$ cat config.mk
export PLATFORM = sky130hd
export DESIGN_NAME = swept_rssi_peak_hold_top
export DESIGN_NICKNAME = d
export VERILOG_FILES = /design/src/design/srph_pkg.sv /design/src/design/swept_rssi_peak_hold_top.sv
export SDC_FILE = /design/constraint.sdc
export NUM_CORES = 1
export LEC_CHECK = 0
export BUFFER_PORTS_ARGS = -buffer_cell sky130_fd_sc_hd__buf_2
export CORE_AREA = 3 3 224 226
export DETAILED_ROUTE_END_ITERATION = 12
export DIE_AREA = 0 0 227 229
export PLACE_DENSITY = 0.66
export SYNTH_ARGS = -nofsm -noshare
export SYNTH_HDL_FRONTEND = slang
export SYNTH_SLANG_ARGS = --single-unit
$ cat constraint.sdc
create_clock -name clock -period 12.5 [get_ports clock]
set_input_delay 1.25 -clock clock [delete_from_list [all_inputs] [get_ports clock]]
set_output_delay 1.25 -clock clock [all_outputs]
set_load 0.02 [all_outputs]
$ cat src/design/srph_pkg.sv
`timescale 1ns / 1ps
// ----------------------------------------------------------------------------
// srph_pkg: shared definitions for the swept RSSI peak hold
// Action codes, level limits, display scaling helpers and the result bundle.
// ----------------------------------------------------------------------------
package srph_pkg;

   localparam int BIN_COUNT_DEF = 32;

   // Action codes carried on the request channel
   localparam logic [1:0] ACT_SAMPLE      = 2'd0;
   localparam logic [1:0] ACT_CLEAR_PEAKS = 2'd1;
   localparam logic [1:0] ACT_CLEAR_ALL   = 2'd2;

   // Level limits in dBm
   localparam int FLOOR_DBM = -130;
   localparam int CEIL_DBM  = -30;
   localparam int LEVEL_MIN = -127;
   localparam int LEVEL_MAX = 0;

   // Colour class thresholds, strongest first
   localparam int COLOUR_T0 = -50;
   localparam int COLOUR_T1 = -65;
   localparam int COLOUR_T2 = -80;
   localparam int COLOUR_T3 = -95;
   localparam int COLOUR_T4 = -110;
   localparam int COLOUR_T5 = -122;

   // Chart scale: 80 steps over a 100 dB span, i.e. times 4 then divide by 5
   localparam int CHART_TOP    = 270;
   localparam int CHART_BOTTOM = 350;
   localparam int BAR_MIN      = 2;
   // Divide by 5 as (y * 205) >> 10, exact for y up to 400
   localparam int DIV5_RECIP   = 205;
   localparam int DIV5_SHIFT   = 10;

   typedef struct packed {
      logic [4:0]         bin_index;
      logic signed [7:0]  level_dbm;
      logic signed [7:0]  bin_peak_dbm;
      logic [2:0]         color_class;
      logic [6:0]         bar_height;
      logic [6:0]         peak_height;
      logic signed [7:0]  strongest_dbm;
      logic [4:0]         strongest_bin;
      logic               sweep_done;
      logic [31:0]        sweep_total;
      logic [4:0]         next_bin;
   } rsp_type;

   function automatic logic [2:0] colour_of(input logic signed [7:0] r);
      logic [2:0] c;
      if (r > COLOUR_T0) begin
         c = 3'd0;
      end else if (r > COLOUR_T1) begin
         c = 3'd1;
      end else if (r > COLOUR_T2) begin
         c = 3'd2;
      end else if (r > COLOUR_T3) begin
         c = 3'd3;
      end else if (r > COLOUR_T4) begin
         c = 3'd4;
      end else if (r > COLOUR_T5) begin
         c = 3'd5;
      end else begin
         c = 3'd6;
      end
      return c;
   endfunction

   function automatic logic [6:0] height_of(input logic signed [7:0] r);
      int          rc;
      logic [6:0]  off;
      logic [8:0]  y;
      logic [16:0] prod;
      rc = int'(r);
      if (rc < FLOOR_DBM) rc = FLOOR_DBM;
      if (rc > CEIL_DBM)  rc = CEIL_DBM;
      off  = 7'(rc - FLOOR_DBM);                 // 0..100
      y    = {off, 2'b00};                       // times 4
      prod = 17'(y) * 17'(DIV5_RECIP);
      return prod[DIV5_SHIFT +: 7];              // divide by 5
   endfunction

endpackage

$ cat src/design/swept_rssi_peak_hold_top.sv
`timescale 1ns / 1ps
// Results: only a sample produces a result, registered in the output register or the skid stage.
// Throughput: one transaction per cycle; req_stall rises only when the output
//   register and the skid stage both hold undelivered results.
// Reset: synchronous; all peaks read as -130, strongest entry -127 at bin 0,
//   bin counter and sweep count zero, output empty. No clearing pass is needed.
// ----------------------------------------------------------------------------
// swept_rssi_peak_hold_top: per-bin peak hold over a repeating RSSI sweep
// Clamps each sample, raises its bin's peak, tracks the strongest level,
// steps the bin counter, emits display classes and bar heights, and clears on request.
// ----------------------------------------------------------------------------
module swept_rssi_peak_hold_top #(
   parameter int BIN_COUNT = srph_pkg::BIN_COUNT_DEF
) (
   input  logic               clock,
   input  logic               reset,
   input  logic               req_valid,
   output logic               req_stall,
   input  logic [1:0]         req_action,
   input  logic signed [8:0]  req_sample_dbm,
   output logic               rsp_valid,
   input  logic               rsp_stall,
   output logic [4:0]         rsp_bin_index,
   output logic signed [7:0]  rsp_level_dbm,
   output logic signed [7:0]  rsp_bin_peak_dbm,
   output logic [2:0]         rsp_color_class,
   output logic [6:0]         rsp_bar_height,
   output logic [6:0]         rsp_peak_height,
   output logic signed [7:0]  rsp_strongest_dbm,
   output logic [4:0]         rsp_strongest_bin,
   output logic               rsp_sweep_done,
   output logic [31:0]        rsp_sweep_total,
   output logic [4:0]         rsp_next_bin
);
   import srph_pkg::*;

   localparam int BIN_W = $clog2(BIN_COUNT);

   // Sweep position and strongest entry
   logic [BIN_W-1:0]     cur_bin_ff, cur_bin_in;
   logic [31:0]          sweep_ff, sweep_in;
   logic signed [7:0]    str_lvl_ff, str_lvl_in;
   logic [BIN_W-1:0]     str_bin_ff, str_bin_in;

   // Peak store: one valid bit per bin, invalid bins read as the floor
   logic [BIN_COUNT-1:0] valid_ff, valid_in;
   logic [7:0]           peak_mem [BIN_COUNT];
   logic [7:0]           rd_ff;

   // Output register and skid stage
   logic                 out_valid_ff, out_valid_in;
   logic                 skid_valid_ff, skid_valid_in;
   rsp_type              out_ff, out_in;
   rsp_type              skid_ff, skid_in;

   logic                 accept;
   logic                 wr_en;
   logic                 last_bin;
   logic signed [7:0]    level;
   logic signed [8:0]    peak_old;
   logic signed [7:0]    peak_new;
   logic                 str_raise;
   logic [7:0]           bar_raw;
   rsp_type              res;

   // Hold the input whenever the skid stage is occupied
   assign req_stall = skid_valid_ff;
   assign accept    = req_valid && !req_stall;
   assign wr_en     = accept && (req_action == ACT_SAMPLE);
   assign last_bin  = (cur_bin_ff == BIN_W'(BIN_COUNT - 1));

   // Clamp the sample to the reporting range
   always_comb begin
      if (req_sample_dbm > 9'(LEVEL_MAX)) begin
         level = 8'(LEVEL_MAX);
      end else if (req_sample_dbm < 9'(LEVEL_MIN)) begin
         level = 8'(LEVEL_MIN);
      end else begin
         level = req_sample_dbm[7:0];
      end
   end

   // The read register always holds the entry of the current bin: it is
   // reloaded each cycle from the bin the counter is about to hold, and that
   // bin never equals the one being written in the same cycle.
   assign peak_old  = valid_ff[cur_bin_ff] ? {rd_ff[7], rd_ff} : 9'(FLOOR_DBM);
   assign peak_new  = ($signed({level[7], level}) > peak_old) ? level : peak_old[7:0];
   assign str_raise = (level > str_lvl_ff);

   // Next state of the sweep, the strongest entry and the peak valid bits
   always_comb begin
      cur_bin_in = cur_bin_ff;
      sweep_in   = sweep_ff;
      str_lvl_in = str_lvl_ff;
      str_bin_in = str_bin_ff;
      valid_in   = valid_ff;
      if (accept) begin
         case (req_action)
            ACT_SAMPLE: begin
               valid_in[cur_bin_ff] = 1'b1;
               if (str_raise) begin
                  str_lvl_in = level;
                  str_bin_in = cur_bin_ff;
               end
               if (last_bin) begin
                  cur_bin_in = '0;
                  sweep_in   = sweep_ff + 32'd1;
               end else begin
                  cur_bin_in = cur_bin_ff + 1'b1;
               end
            end
            ACT_CLEAR_PEAKS: begin
               valid_in   = '0;
               str_lvl_in = 8'(LEVEL_MIN);
               str_bin_in = '0;
            end
            ACT_CLEAR_ALL: begin
               valid_in   = '0;
               str_lvl_in = 8'(LEVEL_MIN);
               str_bin_in = '0;
               cur_bin_in = '0;
               sweep_in   = '0;
            end
            default: begin
               // undefined action: drop it, nothing changes
            end
         endcase
      end
   end

   // Assemble the result of a sample
   assign bar_raw = 8'(height_of(level));
   always_comb begin
      res.bin_index     = 5'(cur_bin_ff);
      res.level_dbm     = level;
      res.bin_peak_dbm  = peak_new;
      res.color_class   = colour_of(level);
      res.bar_height    = (bar_raw < 8'(BAR_MIN)) ? 7'(BAR_MIN) : bar_raw[6:0];
      res.peak_height   = height_of(peak_new);
      res.strongest_dbm = str_lvl_in;
      res.strongest_bin = 5'(str_bin_in);
      res.sweep_done    = last_bin;
      res.sweep_total   = sweep_in;
      res.next_bin      = 5'(cur_bin_in);
   end

   // Output register and skid: results leave in order, oldest first
   always_comb begin
      out_valid_in  = out_valid_ff;
      out_in        = out_ff;
      skid_valid_in = skid_valid_ff;
      skid_in       = skid_ff;
      if (out_valid_ff && !rsp_stall) begin
         out_valid_in = 1'b0;
      end
      if (skid_valid_ff && !out_valid_in) begin
         out_in        = skid_ff;
         out_valid_in  = 1'b1;
         skid_valid_in = 1'b0;
      end
      if (wr_en) begin
         if (!out_valid_in) begin
            out_in       = res;
            out_valid_in = 1'b1;
         end else begin
            skid_in       = res;
            skid_valid_in = 1'b1;
         end
      end
   end

   // Control state
   always_ff @(posedge clock) begin
      if (reset) begin
         cur_bin_ff    <= '0;
         sweep_ff      <= '0;
         str_lvl_ff    <= 8'(LEVEL_MIN);
         str_bin_ff    <= '0;
         valid_ff      <= '0;
         out_valid_ff  <= 1'b0;
         skid_valid_ff <= 1'b0;
      end else begin
         cur_bin_ff    <= cur_bin_in;
         sweep_ff      <= sweep_in;
         str_lvl_ff    <= str_lvl_in;
         str_bin_ff    <= str_bin_in;
         valid_ff      <= valid_in;
         out_valid_ff  <= out_valid_in;
         skid_valid_ff <= skid_valid_in;
      end
   end

   // Payload registers
   always_ff @(posedge clock) begin
      out_ff  <= out_in;
      skid_ff <= skid_in;
   end

   // Peak store: write the raised peak, prefetch the next bin's entry
   always_ff @(posedge clock) begin
      if (wr_en) begin
         peak_mem[cur_bin_ff] <= peak_new;
      end
      rd_ff <= peak_mem[cur_bin_in];
   end

   assign rsp_valid         = out_valid_ff;
   assign rsp_bin_index     = out_ff.bin_index;
   assign rsp_level_dbm     = out_ff.level_dbm;
   assign rsp_bin_peak_dbm  = out_ff.bin_peak_dbm;
   assign rsp_color_class   = out_ff.color_class;
   assign rsp_bar_height    = out_ff.bar_height;
   assign rsp_peak_height   = out_ff.peak_height;
   assign rsp_strongest_dbm = out_ff.strongest_dbm;
   assign rsp_strongest_bin = out_ff.strongest_bin;
   assign rsp_sweep_done    = out_ff.sweep_done;
   assign rsp_sweep_total   = out_ff.sweep_total;
   assign rsp_next_bin      = out_ff.next_bin;

endmodule
==> impl_metrics.yaml, run 1 <==
outcome:
  status: "completed"
routing:
  avgViaCountPerCell: 5.767
  avgRoutedWirePerCell_um: 19.72
  postRouteAntennaNets: 0
  vias: 16930
  drtIter0Drc: 1704
  first_pass_iters: 5
  wl_um: 57880
  drc_errors: 0
placed_design:
  hpwl_um: 36620
  globalplace.congestion: 0.8965
  portBuffers: 105
  dp.cells: 2835
die:
  die_w_um: 227
  die_y_um: 229
  fp-row-count: 81
  dieArea_mm2: 0.05198
  start_util: 0.4961
  num_io_pins: 106
  core-area_mm2: 0.04855
yosys:
  synth_area_mm2: 0.02408
  ys_async_sr_fraction: 0
  synth.ff_latch_count: 526
  syn-num-nets: 2341
  ys_seq_area_frac: 0.5806
  yosysUniqueCellTypes: 80
  ys_warn_count: 0
  ys.flop_type: "edfxtp_1"
  synth-edff-count: 345
  synth_cells: 2218
  syn_area_per_cell_um2: 10.86
sta:
  max_freq_mhz: 100.2
  rsz0062_at_grt: "false"
  min_period_ns: 9.981
  finalSetupTns_ns: 0
  skew_ns: 0.02508
  hold_slack_ns: 0.4712
  slew_violations: 0
  fin_crit_sh: 0.7985
  setup_viol: 0
  max_slew_margin: 0.1274
  hold_viol: 0
  worst_slew_pin_slew_ns: 1.309
pwr:
  power_density_mw_per_mm2: 161.4
  ir_drop_mv: 0.1004
  leakagePower_nw: 9.935
  power_mw: 4.353
cts:
  cts_resized: 0
  clock_latency_ns: 0.61
  clk_pin_slew_worst_paths_ns: 0.06
  cts_setup_buffers: 0
  ctsHoldBuffers: 0
  numClockSinks: 526
  root_buffer: "clkbuf_16"
  cts_max_path_buffers: 3
  cts_inserted_buffers: 53
  cts_tree: "done"
  htreeDepth: 2
cells_and_area:
  seq_area_mm2: 0.01398
  drive_gt1_frac: 0.1133
  syn_to_final_growth_pct: 12.01
  layout.nets: 2391
  multi_input_comb_area_mm2: 0.009354
  utilization: 0.5557
  fillers: 4099
  stdcell_count: 2935
global_route:
  grt_pass1_wl_um: 90620
  grt_pass1_vias: 16160
  globalRouteOverflowTotal: 0
  grt_max_degree: 101
  track_usage: 0.2194
  antenna_found_initial: 0
worst_setup_path:
  required_ns: 12.98
  cp_slowest_cell: "dfxtp_1"
  criticalPathCategory: "flop to flop"
  worstSetupStartpointType: "flop"
  crit_path_end_kind: "flop"
  arrival_ns: 10.47
  cp_top_family: "compound AO/OA/AOI/OAI gates"
  crit_path_frequent_cell: "ha_1"
  crit_path_max_fanout: 35
  cp_slowest_stage_delay_ns: 0.92
  cp_num_buf_inv: 3
run:
  maxCapViolations: 0
worst_hold_path:
  hold_class: "flop to flop"
-- layer usage --
layer | global-route usage | vias to the layer above | routed length [um]
li1 | - | 8145 | -
met1 | 0.2968 | 8203 | 25190
met2 | 0.3664 | 509 | 27760
met3 | 0.03832 | 69 | 3761
met4 | 0.05864 | 0 | 1163
met5 | 0 | - | 0
-- kinds of logic after synthesis --
kind of cell,count (synthesis),share of synthesized area
simple gates,864,0.1628
flops,526,0.5806
compound gates,388,0.1098
buf+inv,213,0.03491
fa+ha+maj,108,0.06109
mux,94,0.04146
xor+xnor,25,0.009403
-- worst paths after layout --
path / startpoint / end / slack [ns] / depth (start not counted)
max: cur_bin_ff[1] / rsp_peak_height[6] / 2.52 / 34
min: valid_ff[19] / valid_ff[19] / 0.47 / 2
min reg2reg: valid_ff[19] / valid_ff[19] / 0.47 / 2
max reg2reg: cur_bin_ff[1] / rsp_peak_height[6] / 2.52 / 34
-- power breakdown --
part           switching, mW  internal (mW)
Combinational          0.454          0.256
Sequential            0.0361           1.95
Clock                  0.663          0.995
Total                   1.15           3.20
-- layout by cell type, fill, tap and decap left out, types with 9 or more instances in the layout --
cell type    n
clkbuf_1     9
nand2b_1     9
buf_2      105
fa_1        16
nand2_1    393
a311oi_1    66
dfxtp_1    181
ha_1        92
mux2i_1     84
a31oi_1     24
and3_1      50
edfxtp_1   345
nand4_1     15
buf_4       24
inv_1       72
or3_1       12
o21ai_0     86
a21o_1      11
a211oi_1    33
nand3_1    119
nor3_1      30
a21oi_1     70
nor2_1     144
nor2b_1     52
xnor2_1     16
clkbuf_16   56
and2_1      13
clkinv_2    10
o31ai_1     15
-- state kept, by name (all words and copies together) (netlist names), 3 cells and up --
register	cells
rsp_sweep_total	32
rsp_strongest_dbm	8
peak_mem	256
rsp_bin_index	5
rsp_bin_peak_dbm	8
rsp_bar_height	7
cur_bin_ff	5
str_lvl_ff	8
rsp_color_class	3
skid_ff	89
str_bin_ff	5
rsp_level_dbm	8
rsp_strongest_bin	5
rd_ff	8
rsp_next_bin	5
rsp_peak_height	7
valid_ff	32
sweep_ff	32
-- through the flow --
| stage | setup WS [ns] | instance area (um^2) |
|---|---|---|
| after CTS | 2.524 | 26970 |
| after global routing | 1.816 | 26970 |
| after detailed placement | 2.561 | 25120 |
| after global placement | 2.828 | 25120 |
| after floorplan | 2.948 | 24080 |
| final | 2.519 | 26980 |
-- area by class of cell --
type / count / area share
multi-input combinational: 1479 / 0.3468
inverter: 79 / 0.01122
clock inverter: 22 / 0.01053
timing repair buffer: 129 / 0.02616
clock buffer: 77 / 0.05802
sequential: 526 / 0.5184
tap: 622 / 0.02885
antenna: 1 / 0.00009276
-- cells in the mapped netlist, drive strengths merged, types with 9 or more instances --
cell    instances  area [um^2]
edfxtp        345        10360
and3           50        312.8
a211oi         34        260.3
xnor2          17        156.4
and2           14        87.59
nand2         394         1486
buf            43        197.7
nand3         119        595.6
o31ai          17        155.2
inv            76        285.3
dfxtp         181         3623
nor2b          52        325.3
o21ai          91        459.2
mux2i          84        840.8
a21o           11        82.58
fa             16        320.3
a21oi          76        380.4
nor3           30        150.1
clkbuf         91        341.6
a31oi          25        156.4
nand2b          9        56.30
or3            12        75.07
ha             92         1151
nor2          146        550.5
nand4          16        115.1
a311oi         66        578.1
-- worst reg2reg max path, delay by kind of cell, from the launching register on --
kind                     cells  cell delay, ns
XOR/XNOR                     2            0.29
adder cells (fa/ha/maj)      7            2.50
AO/OA/AOI/OAI               13            3.41
flip-flops                   1            0.92
AND/OR/NAND/NOR              8            1.70
buffers and inverters        3            0.45
multiplexers                 1            0.60
(Power assumes the default switching activity.)
==> run 2, diff against run 1 <==
- ABC_AREA: unset -> 1
- CORE_AREA: 3 3 224 226 -> 3 3 227 229
- DIE_AREA: 0 0 227 229 -> 0 0 230 232
- PLACE_DENSITY: 0.66 -> 0.69
- clock period: 12.5 -> 8.54 ns (I/O delays scaled with it)
==> run 2 against run 1 <==
Against the previous run:
- cell area is 3.6% higher
- fmax increased by 30%
- routed wire length is 11% higher
- area after synthesis increased by 2.9%
- sequential share of layout area is 1.8 points lower
- highest routed layer unchanged
- combinational power increased by 150%
==> impl_metrics.yaml, run 2 <==
yosys:
  synth_commonest_cells: "345 x edfxtp_1, 336 x nand2_1, 288 x inv_1"
  ys_warn_count: 0
  yosysUniqueCellTypes: 61
  synthAdderAreaFrac: 0.05939
  syn-num-nets: 2624
  synthTopCellsByArea: "edfxtp_1 42%, dfxtp_1 15%, nand2_1 5.1%"
  synth_compound_area_frac: 0.1249
  synth_area_mm2: 0.02477
  ys.flop_type: "edfxtp_1"
  synth-simple-area-share: 0.1492
  yosysTopAreaCell: "edfxtp_1"
  ys_seq_area_frac: 0.5644
  synth_top_area_frac: 0.4182
  syn_area_per_cell_um2: 9.906
  synth.ff_latch_count: 526
  synth-edff-count: 345
  ys_async_sr_fraction: 0
  muxShareOfSynthArea: 0.02727
  synth_cells: 2501
  synth_most_common_cell: "edfxtp_1"
  synthXorXnorAreaFrac: 0.007071
  synth_top_family_by_area: "simple AND/OR/NAND/NOR gates"
sta:
  rsz0062_at_grt: "false"
  hold_viol: 0
  setup_viol: 0
  hold_slack_ns: 0.4586
  min_period_ns: 7.676
  skew_ns: 0.01402
  fin_crit_sh: 0.8989
  max_slew_margin: 0.1384
  fin_ws_ns: 0.8636
  finalSetupTns_ns: 0
  max_freq_mhz: 130.3
  slew_violations: 0
  worst_slew_pin_slew_ns: 1.283
cells_and_area:
  final_common_cell: "edfxtp_1"
  final_cell_mix: "345 x edfxtp_1, 334 x nand2_1, 286 x inv_1"
  syn_to_final_growth_pct: 12.83
  drive_gt1_frac: 0.1219
  diodes: 0
  reg.largest.list: "peak_mem x256, skid_ff x89"
  seq_area_mm2: 0.01398
  layout.nets: 2711
  fillers: 4290
  regMostFlops: "peak_mem"
  largest_register_ffs: 256
  multi_input_comb_area_mm2: 0.009158
die:
  start_util: 0.4968
  core-area_mm2: 0.04986
  die_w_um: 230
  dieArea_mm2: 0.05336
  die_y_um: 232
  fp-row-count: 82
  num_io_pins: 106
cts:
  cts_max_path_buffers: 3
  cts_resized: 0
  cts_setup_buffers: 0
  htreeDepth: 2
  cts_tree: "done"
  clock_latency_ns: 0.61
  cts_inserted_buffers: 55
  clk_pin_slew_worst_paths_ns: 0.06
  root_buffer: "clkbuf_16"
  ctsHoldBuffers: 0
  numClockSinks: 526
worst_setup_path:
  required_ns: 8.90
  crit_path_frequent_cell: "nand2_1"
  critPathCapture: "skid_ff[57]"
  worstSetupStartpointType: "flop"
  arrival_ns: 8.04
  criticalPathCategory: "flop to flop"
  r2r_slack_ns: 0.86
  crit_path_max_fanout: 18
  r2r.worst_path.cells: 42
  crit_path_end_kind: "flop"
  cp_slowest_stage_delay_ns: 0.77
  cp_slowest_cell: "dfxtp_1"
  reg2reg_to: "skid_ff[57]"
  critical_path.startpoint: "cur_bin_ff[0]"
  reg2reg_from: "cur_bin_ff[0]"
routing:
  first_pass_iters: 7
  avgViaCountPerCell: 5.616
  postRouteAntennaNets: 0
  avgRoutedWirePerCell_um: 19.51
  drc_errors: 0
  drtIter0Drc: 1694
  wl_um: 64500
  vias: 18570
pwr:
  ir_drop_mv: 0.2075
  power_density_mw_per_mm2: 257.7
  power_mw: 7.204
  leakagePower_nw: 11.27
placed_design:
  globalplace.congestion: 0.9321
  dp_slack_ns: 0.8811
  portBuffers: 105
  hpwl_um: 42770
global_route:
  grt_pass1_wl_um: 100200
  grt_pass1_vias: 17890
  track_usage: 0.2377
  antenna_found_initial: 1
  grt_max_degree: 97
  globalRouteOverflowTotal: 0
outcome:
  status: "completed"
worst_hold_path:
  hold_class: "flop to flop"
run:
  maxCapViolations: 0
==> run 2: changes by cell type after synthesis, moves of 28 or more <==
| cell | previous run | this run |
|---|---|---|
| o21ai_0 | 88 | 175 |
| a211oi_1 | 33 | 1 |
| nand2_1 | 393 | 336 |
| inv_1 | 74 | 288 |
| o221ai_1 | 3 | 56 |
| a21oi_1 | 76 | 104 |
| nor2b_1 | 52 | 0 |
| nor2_1 | 145 | 246 |
| and3_1 | 50 | 1 |
| o211ai_1 | 4 | 39 |
| a311oi_1 | 66 | 0 |
==> run 2: layout make-up <==
type,count,area share
inverters,308,0.04145
well taps,672,0.03008
multi-input cells,1541,0.3276
flip-flops and latches,526,0.5003
repair buffers,156,0.03250
clock buffers,75,0.05676
clock inverters,28,0.01128
==> run 2: layer usage <==
layer / vias up / global-route usage / part of all wire
met4: 0 / 0.09022 / 0.035
li1: 8867 / - / -
met5: - / 0 / 0
met3: 115 / 0.02736 / 0.056
met1: 8978 / 0.3116 / 0.42
met2: 607 / 0.4070 / 0.49
==> run 2: worst min path at each step <==
stage | to | cells past startpoint | slack [ns] | from
finish | valid_ff[27] | 2 | 0.46 | valid_ff[27]
global placement | valid_ff[7] | 2 | 0.44 | valid_ff[7]
floorplan | skid_ff[86] | 0 | 0.41 | cur_bin_ff[2]
detailed placement | valid_ff[27] | 2 | 0.45 | valid_ff[27]
global route | valid_ff[7] | 2 | 0.47 | valid_ff[7]
CTS | valid_ff[27] | 2 | 0.46 | valid_ff[27]
==> run 2: logic make-up (layout without fill, tap and decap cells) <==
| logic type | count (synthesis) | after routing |
|---|---|---|
| AND/OR/NAND/NOR | 849 | 849 |
| flip-flops | 526 | 526 |
| AO/OA/AOI/OAI | 497 | 497 |
| buffers and inverters | 434 | 567 |
| adder cells (fa/ha/maj) | 108 | 108 |
| multiplexers | 67 | 67 |
| XOR/XNOR | 20 | 20 |
==> run 2: critical path: cells and delay by family (launching register included) <==
family	cells	cell delay, ns
compound gates	5	0.84
fa+ha+maj	7	2.47
buf+inv	6	0.71
flops	1	0.77
simple gates	24	2.63
==> run 2: stage by stage <==
step,instance area [um^2],utilization,std cells
after floorplan,24770,-,2501
after global placement,26050,0.5224,3203
after detailed placement,26050,0.5224,3203
after CTS,27950,0.5606,3306
after global routing,27950,0.5606,3306
final,27950,0.5606,3306
==> run 2: where the power goes <==
part	internal, mW	switching, mW
sequential	2.91	0.0563
clock	1.48	0.999
combinational	0.584	1.17
total	4.98	2.22
==> run 3, diff against run 2 <==
- MAX_ROUTING_LAYER: unset -> met4
- SLEW_MARGIN: unset -> 20
==> run 3 against run 2 <==
Against the previous run:
- combinational power about the same
- worst hold slack got worse by 0.0033 ns
- critical path depth increased by 6
- via count increased by 0.82%
- non-clock buffer count decreased by 2
- sequential share of layout area increased by 0.13 points
- register-to-register slack got worse by 0.11 ns
- flip-flop and latch count unchanged
- power decreased by 2.2%
- fmax decreased by 1.4%
- cell area decreased by 0.27%
==> impl_metrics.yaml, run 3 (synthesis results as in run 2) <==
cts:
  root_buffer: "clkbuf_16"
  cts_setup_buffers: 0
  cts_inserted_buffers: 54
  ctsHoldBuffers: 0
  cts_resized: 0
  cts_tree: "done"
  clk_pin_slew_worst_paths_ns: 0.06
  numClockSinks: 526
  cts_max_path_buffers: 3
  clock_latency_ns: 0.61
  htreeDepth: 2
cells_and_area:
  multi_input_comb_area_mm2: 0.009225
  design_area_mm2: 0.02788
  drive_gt1_frac: 0.1229
  syn_to_final_growth_pct: 12.53
  seq_area_mm2: 0.01398
  final_cell_mix: "345 x edfxtp_1, 333 x nand2_1, 286 x inv_1"
  utilization: 0.5591
  stdcell_count: 3301
  largest_register_ffs: 256
  layout.nets: 2708
  regMostFlops: "peak_mem"
  diodes: 0
  reg.largest.list: "peak_mem x256, skid_ff x89"
  final_common_cell: "edfxtp_1"
  fillers: 4404
worst_setup_path:
  cp_slowest_stage_delay_ns: 0.79
  cp_slowest_cell: "dfxtp_1"
  worstSetupStartpointType: "flop"
  crit_path_frequent_cell: "nand2_1"
  cp_num_cells: 48
  cp_num_buf_inv: 9
  crit_path_max_fanout: 18
  required_ns: 9.04
  crit_path_end_kind: "flop"
  criticalPathCategory: "flop to flop"
  cp_top_family: "simple AND/OR/NAND/NOR gates"
  arrival_ns: 8.28
  r2r.worst_path.cells: 48
sta:
  max_slew_margin: 0.2306
  setup_viol: 0
  worst_slew_pin_slew_ns: 1.153
  min_period_ns: 7.785
  finalSetupTns_ns: 0
  skew_ns: 0.01391
  hold_viol: 0
  max_freq_mhz: 128.5
  slew_violations: 0
  fin_ws_ns: 0.7550
  rsz0062_at_grt: "false"
  hold_slack_ns: 0.4553
  fin_crit_sh: 0.9116
routing:
  avgRoutedWirePerCell_um: 19.79
  drc_errors: 0
  wl_um: 65320
  wl_met2_um: 31570
  vias: 18720
  avgViaCountPerCell: 5.671
  wl_met3_um: 3801
  top_layer_used: "met4"
  drt-met1-wl_um: 27390
  drtIter0Drc: 1697
  postRouteAntennaNets: 0
  first_pass_iters: 6
placed_design:
  portBuffers: 105
  globalplace.congestion: 0.9302
  dp_slack_ns: 0.8835
  dp.cells: 3200
  hpwl_um: 43240
  placed_cell_area_mm2: 0.02609
pwr:
  share_seq_of_total_power: 0.422
  intPower_mw: 4.848
  power_mw: 7.046
  power_density_mw_per_mm2: 252.7
  swShare: 0.3119
  pwr-share-clk: 0.328
  leakagePower_nw: 11.20
  power_frac_comb: 0.250
  ir_drop_mv: 0.1655
  switchingPower_mw: 2.197
global_route:
  grt_pass1_wl_um: 101300
  track_usage: 0.2472
  antenna_found_initial: 0
  globalRouteOverflowTotal: 0
  grt_max_degree: 97
  grt_pass1_vias: 18050
die:
  core-area_mm2: 0.04986
  dieArea_mm2: 0.05336
  die_w_um: 230
  start_util: 0.4968
  num_io_pins: 106
  die_y_um: 232
  fp-row-count: 82
outcome:
  status: "completed"
worst_hold_path:
  holdPathStages: 2
  hold_class: "flop to flop"
run:
  maxCapViolations: 0
==> run 3: path summary, 6_finish.rpt <==
kind,from,end,slack (ns)
max,cur_bin_ff[0],rsp_peak_height[6],0.76
min,valid_ff[18],valid_ff[18],0.46
max reg2reg,cur_bin_ff[0],rsp_peak_height[6],0.76
min reg2reg,valid_ff[18],valid_ff[18],0.46
==> run 3: per-layer routing <==
metal | vias to the layer above | track usage
met1 | 9055 | 0.3069
li1 | 8884 | -
met5 | - | -
met4 | 0 | 0.09256
met2 | 639 | 0.4141
met3 | 141 | 0.03435
==> run 3: cell type report <==
class                   instances  share of cell area
clock buffers                  80             0.05750
clock inverters                20            0.005251
inverters                     308             0.04156
multi-input cells            1541              0.3309
flip-flops and latches        526              0.5017
well taps                     672             0.03016
repair buffers                154             0.03294
==> run 3: worst min-delay path: cells and delay by family, from the launching register on <==
family / cells / cell delay [ns]
buf+inv: 1 / 0.06
compound gates: 1 / 0.06
flops: 1 / 0.29
==> run 3: power by group through the flow <==
stage | registers [mW] | logic, mW | clock network [mW]
floorplan | 3.10 | 1.14 | 0
global placement | 3.02 | 1.71 | 0
detailed placement | 3.02 | 1.74 | 0
CTS | 2.97 | 1.75 | 2.35
global route | 2.98 | 1.99 | 2.44
finish | 2.97 | 1.76 | 2.31
